[config.mk]
export PLATFORM = sky130hd
export DESIGN_NAME = hlfc_cordic
export DESIGN_NICKNAME = d
export VERILOG_FILES = /design/src/hw/rtl/hlfc_pkg.sv /design/src/hw/rtl/hlfc_cordic.sv
export SDC_FILE = /design/constraint.sdc
export NUM_CORES = 2
export LEC_CHECK = 0
export BUFFER_PORTS_ARGS = -buffer_cell sky130_fd_sc_hd__buf_2
export CORE_MARGIN = 4
export CORE_UTILIZATION = 50
export CTS_CLUSTER_SIZE = 16
export DETAILED_ROUTE_END_ITERATION = 12
export HOLD_SLACK_MARGIN = 0.08
export PLACE_DENSITY = 0.66
export SYNTH_ARGS = -nofsm -noshare
export SYNTH_HDL_FRONTEND = slang
export SYNTH_SLANG_ARGS = --single-unit
[constraint.sdc]
create_clock -name clock -period 6.6 [get_ports clock]
set_input_delay 0.66 -clock clock [delete_from_list [all_inputs] [get_ports clock]]
set_output_delay 0.66 -clock clock [all_outputs]
set_load 0.05 [all_outputs]
[src/hw/rtl/hlfc_pkg.sv]
// Shared constants, types and helper functions for the Hough line frame clipper.
package hlfc_pkg;

   localparam int CORDIC_STEPS = 16;
   localparam int COORD_WIDTH  = 16;

   localparam int XY_W  = 34;
   localparam int Z_W   = 33;
   localparam int NUM_W = 48;
   localparam int DEN_W = 32;
   localparam int Q_W   = 33;
   localparam int HEAD_W = NUM_W - Q_W;
   localparam int DIV_STEPS = Q_W;
   localparam int EP_W  = 36;

   localparam logic [1:0] CSR_FRAME_WIDTH  = 2'd0;
   localparam logic [1:0] CSR_FRAME_HEIGHT = 2'd1;

   localparam logic [11:0] FRAME_WIDTH_RESET  = 12'd640;
   localparam logic [11:0] FRAME_HEIGHT_RESET = 12'd480;

   localparam logic signed [XY_W-1:0] CORDIC_X_START = 34'sh026DD3B6B;

   localparam logic signed [31:0] VERT_SLOPE     = 32'sd655294464;
   localparam logic signed [23:0] VERT_INTERCEPT = -24'sd159984;

   localparam logic signed [31:0] SLOPE_MAX     = 32'sh7FFFFFFF;
   localparam logic signed [31:0] SLOPE_MIN     = 32'sh80000000;
   localparam logic signed [23:0] INTERCEPT_MAX = 24'sh7FFFFF;
   localparam logic signed [23:0] INTERCEPT_MIN = 24'sh800000;

   localparam logic signed [EP_W-1:0] COORD_MAX = EP_W'(2**COORD_WIDTH - 1);

   typedef logic signed [EP_W-1:0] ep_type;

   typedef struct packed {
      logic [16:0] r;
      logic        vert;
      logic        vhit;
   } cordic_side_type;

   typedef struct packed {
      logic signed [XY_W-1:0] x;
      logic signed [XY_W-1:0] y;
      logic signed [Z_W-1:0]  z;
      logic                   flip;
      cordic_side_type        side;
   } cordic_data_type;

   typedef struct packed {
      logic [16:0]        r;
      logic               vert;
      logic               vhit;
      logic               s_zero;
      logic               c_pos;
      logic               c_zero;
      logic signed [31:0] m;
      logic signed [23:0] b;
      logic signed [33:0] y_w;
   } div_side_type;

   typedef struct packed {
      logic [NUM_W-1:0] n0_mag;
      logic             n0_neg;
      logic [NUM_W-1:0] n1_mag;
      logic             n1_neg;
      logic [DEN_W-1:0] d;
      div_side_type     side;
   } div_request_type;

   typedef struct packed {
      logic [DEN_W-1:0] rem;
      logic [Q_W-1:0]   low;
      logic [Q_W-1:0]   q;
      logic             ovf;
      logic             neg;
   } div_lane_type;

   typedef struct packed {
      logic [Q_W-1:0] q;
      logic           ovf;
      logic           neg;
   } div_result_type;

   typedef struct packed {
      div_result_type r0;
      div_result_type r1;
      div_side_type   side;
   } div_response_type;

   typedef struct packed {
      logic m_zero;
      logic m_pos;
      logic b_neg;
      logic b_gt_h;
      logic yw_gt_h;
      logic xh_gt_w;
      logic x0_gt_w;
   } clip_flags_type;

   // Arctangent of 2^-i as a 32-bit binary angle.
   function automatic logic [31:0] atan_entry(input int i);
      logic [31:0] v;
      case (i)
         0:  v = 32'h20000000;
         1:  v = 32'h12E4051D;
         2:  v = 32'h09FB385B;
         3:  v = 32'h051111D4;
         4:  v = 32'h028B0D43;
         5:  v = 32'h0145D7E1;
         6:  v = 32'h00A2F61E;
         7:  v = 32'h00517C55;
         8:  v = 32'h0028BE53;
         9:  v = 32'h00145F2E;
         10: v = 32'h000A2F98;
         11: v = 32'h000517CC;
         12: v = 32'h00028BE6;
         13: v = 32'h000145F3;
         14: v = 32'h0000A2F9;
         15: v = 32'h0000517C;
         16: v = 32'h000028BE;
         17: v = 32'h0000145F;
         18: v = 32'h00000A2F;
         19: v = 32'h00000517;
         20: v = 32'h0000028B;
         21: v = 32'h00000145;
         22: v = 32'h000000A2;
         23: v = 32'h00000051;
         default: v = 32'h0;
      endcase
      return v;
   endfunction

   // Signed quotient from a divider lane; an overflowed quotient becomes a large value.
   function automatic ep_type div_to_ep(input div_result_type r);
      logic [Q_W:0]    mag;
      logic [EP_W-1:0] v;
      mag = r.ovf ? {1'b1, {Q_W{1'b0}}} : {1'b0, r.q};
      v   = r.neg ? (EP_W'(0) - EP_W'(mag)) : EP_W'(mag);
      return signed'(v);
   endfunction

   // Endpoint clamp to the coordinate range, keeping the low 16 bits.
   function automatic logic [15:0] coord_clip(input ep_type v);
      logic [15:0] c;
      if (v < 0) begin
         c = 16'd0;
      end else if (v > COORD_MAX) begin
         c = COORD_MAX[15:0];
      end else begin
         c = v[15:0];
      end
      return c;
   endfunction

endpackage

[src/hw/rtl/hlfc_cordic.sv]
// Rotation-mode CORDIC pipeline, one iteration per register stage.
module hlfc_cordic (
   input  logic                      clock,
   input  logic                      reset,
   input  logic                      advance,
   input  logic                      in_valid,
   input  logic [15:0]               in_theta,
   input  hlfc_pkg::cordic_side_type in_side,
   output logic                      out_valid,
   output hlfc_pkg::cordic_data_type out_data
);

   logic                      valid_ff [hlfc_pkg::CORDIC_STEPS];
   hlfc_pkg::cordic_data_type data_ff  [hlfc_pkg::CORDIC_STEPS];
   hlfc_pkg::cordic_data_type start;
   logic [31:0]               za;

   // Fold the angle into the right half plane; the flip flag marks a result that is to be read negated.
   always_comb begin
      start      = '0;
      start.flip = in_theta[15] ^ in_theta[14];
      za         = {in_theta[15] ^ start.flip, in_theta[14:0], 16'h0000};
      start.x    = hlfc_pkg::CORDIC_X_START;
      start.y    = '0;
      start.z    = hlfc_pkg::Z_W'(signed'(za));
      start.side = in_side;
   end

   for (genvar i = 0; i < hlfc_pkg::CORDIC_STEPS; i++) begin : g_step
      hlfc_pkg::cordic_data_type cur;
      hlfc_pkg::cordic_data_type nxt;
      logic                      cur_valid;
      logic signed [hlfc_pkg::XY_W-1:0] xs;
      logic signed [hlfc_pkg::XY_W-1:0] ys;
      logic signed [hlfc_pkg::Z_W-1:0]  at;

      if (i == 0) begin : g_first
         assign cur       = start;
         assign cur_valid = in_valid;
      end else begin : g_next
         assign cur       = data_ff[i-1];
         assign cur_valid = valid_ff[i-1];
      end

      assign xs = cur.x >>> i;
      assign ys = cur.y >>> i;
      assign at = signed'({1'b0, hlfc_pkg::atan_entry(i)});

      always_comb begin
         nxt = cur;
         if (!cur.z[hlfc_pkg::Z_W-1]) begin
            nxt.x = cur.x - ys;
            nxt.y = cur.y + xs;
            nxt.z = cur.z - at;
         end else begin
            nxt.x = cur.x + ys;
            nxt.y = cur.y - xs;
            nxt.z = cur.z + at;
         end
      end

      always_ff @(posedge clock) begin
         if (reset) begin
            valid_ff[i] <= 1'b0;
         end else if (advance) begin
            valid_ff[i] <= cur_valid;
         end
      end

      always_ff @(posedge clock) begin
         if (advance) begin
            data_ff[i] <= nxt;
         end
      end
   end

   assign out_valid = valid_ff[hlfc_pkg::CORDIC_STEPS-1];
   assign out_data  = data_ff[hlfc_pkg::CORDIC_STEPS-1];

endmodule

==> impl_metrics.tcl <==
set metrics [dict create \
    cp.arrival_ps 5980 \
    drc 0 \
    status "complete, no violations" \
    crit_path_start_kind "flip-flop" \
    dr_total_vias 99800 \
    period_needed_ps 5390 \
    path_max_fanout 27 \
    synthArstFlopShare_pct 0 \
    netlist_instances 13500 \
    required_ps 7200 \
    finalClockSkew_ps 104 \
    vias_per_cell 5.72 \
    synthDistinctLibCells 91 \
    cts_tree "built" \
    cts_sinks 1839 \
    critPathMostFrequentCell "a21oi_1" \
    drive_gt1_share_pct 4.82 \
    hold_violations 0 \
    dp_hpwl_mm 247 \
    yosys-top-cells-count "edfxtp_1 (1839), a21oi_1 (1485), ha_1 (1398)" \
    fp.dieH_um 529 \
    timing.final.crit_share_pct 81.6 \
    syn_avg_cell_area_um2 10.1 \
    rsz0062_at_grt "false" \
    cts_root_buf "clkbuf_16" \
    relSlewSlack_pct 16.4 \
    synth_seq_area_share_pct 40.6 \
    hold_ws_ps 380 \
    die_area_mm2 0.280 \
    antenna_found_initial 4 \
    htreeDepth 4 \
    core_area_mm2 0.271 \
    grt_pass1_wl_mm 508 \
    synthesis.area_mm2 0.136 \
    grt_pass1_vias 94100 \
    fillers 24000 \
    ys.flop_type "edfxtp_1" \
    yosysTopAreaCellShare_pct 40.6 \
    finalSetupTns_ps 0 \
    yosys-top-cells-area "edfxtp_1 (41%), ha_1 (13%), xnor2_1 (8.1%)" \
    cp_cell_sequence "inv_1, ha_1, nor2b_1, o21a_1, o21ai_0, o31ai_1, o221ai_1, a21oi_1, a31o_2, a31o_2, a21oi_1, o21ai_0, a21oi_1" \
    fin_cells 17400 \
    cts_buffers 208 \
    start_util_pct 50.2 \
    yosys.cell_count.top_type "edfxtp_1" \
    area_growth_pct 8.93 \
    post-cts-setup-buffers 0 \
    clk_latency_ps 900 \
    clk_pin_slew_ps 60 \
    drt_iter0_drc 7093 \
    fmax_mhz 186 \
    wire_per_inst_um 18.3 \
    fp.dieW_um 529 \
    ys_ff_latch 1839 \
    hold_path_class "in -> reg" \
    place_inst 17000 \
    worst_pin_slew_ps 1250 \
    nets 15200 \
    antenna_left 0 \
    cp_slowest_cell "edfxtp_1" \
    finalSetupViolCount 0 \
    yosys.area.top_type "edfxtp_1" \
    ys_warn_count 0 \
    ios 161 \
    crit_type "reg -> reg" \
    synth_edf_count 1839 \
    cts.path.max_buffers 4 \
    cp-end-kind "flip-flop" \
    place.gp.congestion 0.928 \
    grt_overflow_total 0 \
    core.rowCount 191 \
    slew_violations 0 \
    dr.pass1.iters 7 \
    critPathMaxStageDelay_ps 970 \
    max-cap-violations 0 \
    grt_max_degree 185 \
    wirelength_mm 319 \
    grt_use_total_pct 22.1 \
    numPortBuffers 159 \
]
## cell families (layout without fill, tap and decap cells)
kind of cell             Yosys count  count (layout)  share of synthesized area [%]
XOR/XNOR                        1910            1910                           12.3
AO/OA/AOI/OAI                   4031            4031                           18.7
AND/OR/NAND/NOR                 3363            3363                           11.9
other                              2               9                        0.00553
multiplexers                      96              96                          0.752
buffers and inverters            785            1184                           2.17
adder cells (fa/ha/maj)         1441            1441                           13.5
flip-flops                      1839            1839                           40.6
## worst paths after layout
| path | from | endpoint | slack [ps] | cells after the start |
|---|---|---|---|---|
| max reg2reg | data_ff[13][52] | data_ff[14][52] | 1210 | 13 |
| min reg2reg | data_ff[2][14] | data_ff[3][14] | 410 | 0 |
| min | advance | data_ff[7][85] | 380 | 1 |
| max | data_ff[13][52] | data_ff[14][52] | 1210 | 13 |
## placed cells by master (no fill, tap or decap), types with 36 or more instances in the layout
cell / count
nand3_1: 232
a211oi_1: 127
buf_2: 158
xnor2_1: 1254
dlygate4sd3_1: 36
nand2b_1: 212
o21a_1: 186
nor2_1: 1144
nor4_1: 79
inv_1: 532
a31o_2: 36
clkbuf_16: 209
nand4_1: 109
edfxtp_1: 1839
a221oi_1: 39
a21oi_1: 1485
nor2b_1: 202
and3_1: 108
and2_1: 88
fa_1: 43
a31oi_1: 166
nand2_1: 632
mux2i_1: 47
o21bai_1: 167
o41ai_1: 43
mux2_2: 48
nor3_1: 314
ha_1: 1398
xor2_1: 656
clkinv_1: 52
o31ai_1: 64
o21ai_1: 68
buf_4: 65
o211ai_1: 55
or3_1: 64
a21o_1: 699
o21ai_0: 566
## critical path: cells and delay by family (launching register included)
family                   cells  cell delay [ps]
flip-flops                   1              970
adder cells (fa/ha/maj)      1              590
AO/OA/AOI/OAI               10             2550
buffers and inverters        1              810
AND/OR/NAND/NOR              1              140
## timing repair
item / 4_1_cts / 5_1_grt
hold buffers: 36 / 0
hold endpoints to repair: 37 / 0
gates resized for setup: 0 / 0
## sequential cells by signal, indices dropped and copies added, names as in the netlist
name and cells:
data_ff 1823, valid_ff 16
## cell type report
class / count / area (um2) / area share [%]
Clock inverter: 143 / 1430 / 0.966
Multi-Input combinational cell: 10800 / 77700 / 52.5
Inverter: 535 / 2010 / 1.36
Clock buffer: 238 / 5340 / 3.61
Antenna cell: 2 / 5.00 / 0.00338
Sequential cell: 1839 / 55200 / 37.3
Timing Repair Buffer: 268 / 1820 / 1.23
Tap cell: 3570 / 4470 / 3.02
## stage by stage
| step | setup slack (ps) | area, um2 | util (%) |
|---|---|---|---|
| 6_report | 1210 | 148000 | 54.7 |
| 5_1_grt | 874 | 148000 | 54.7 |
| 4_1_cts | 1230 | 148000 | 54.7 |
| 3_5_place_dp | 1240 | 141000 | 52.1 |
| 3_3_place_gp | 1290 | 141000 | 52.1 |
| 2_1_floorplan | 1790 | 136000 | - |
## layer usage
layer,routed length [um],global-route usage [%],vias up,part of all wire (%)
met5,0,0,-,0
met4,9000,5.94,0,2.8
met2,154000,38.5,1977,48
met1,142000,29.2,46800,45
li1,-,-,50600,-
met3,12600,2.37,457,4.0
Power is left out: the tool's default activity adds up to more than one toggle a clock period on the data nets, which glitch-free logic cannot reach.
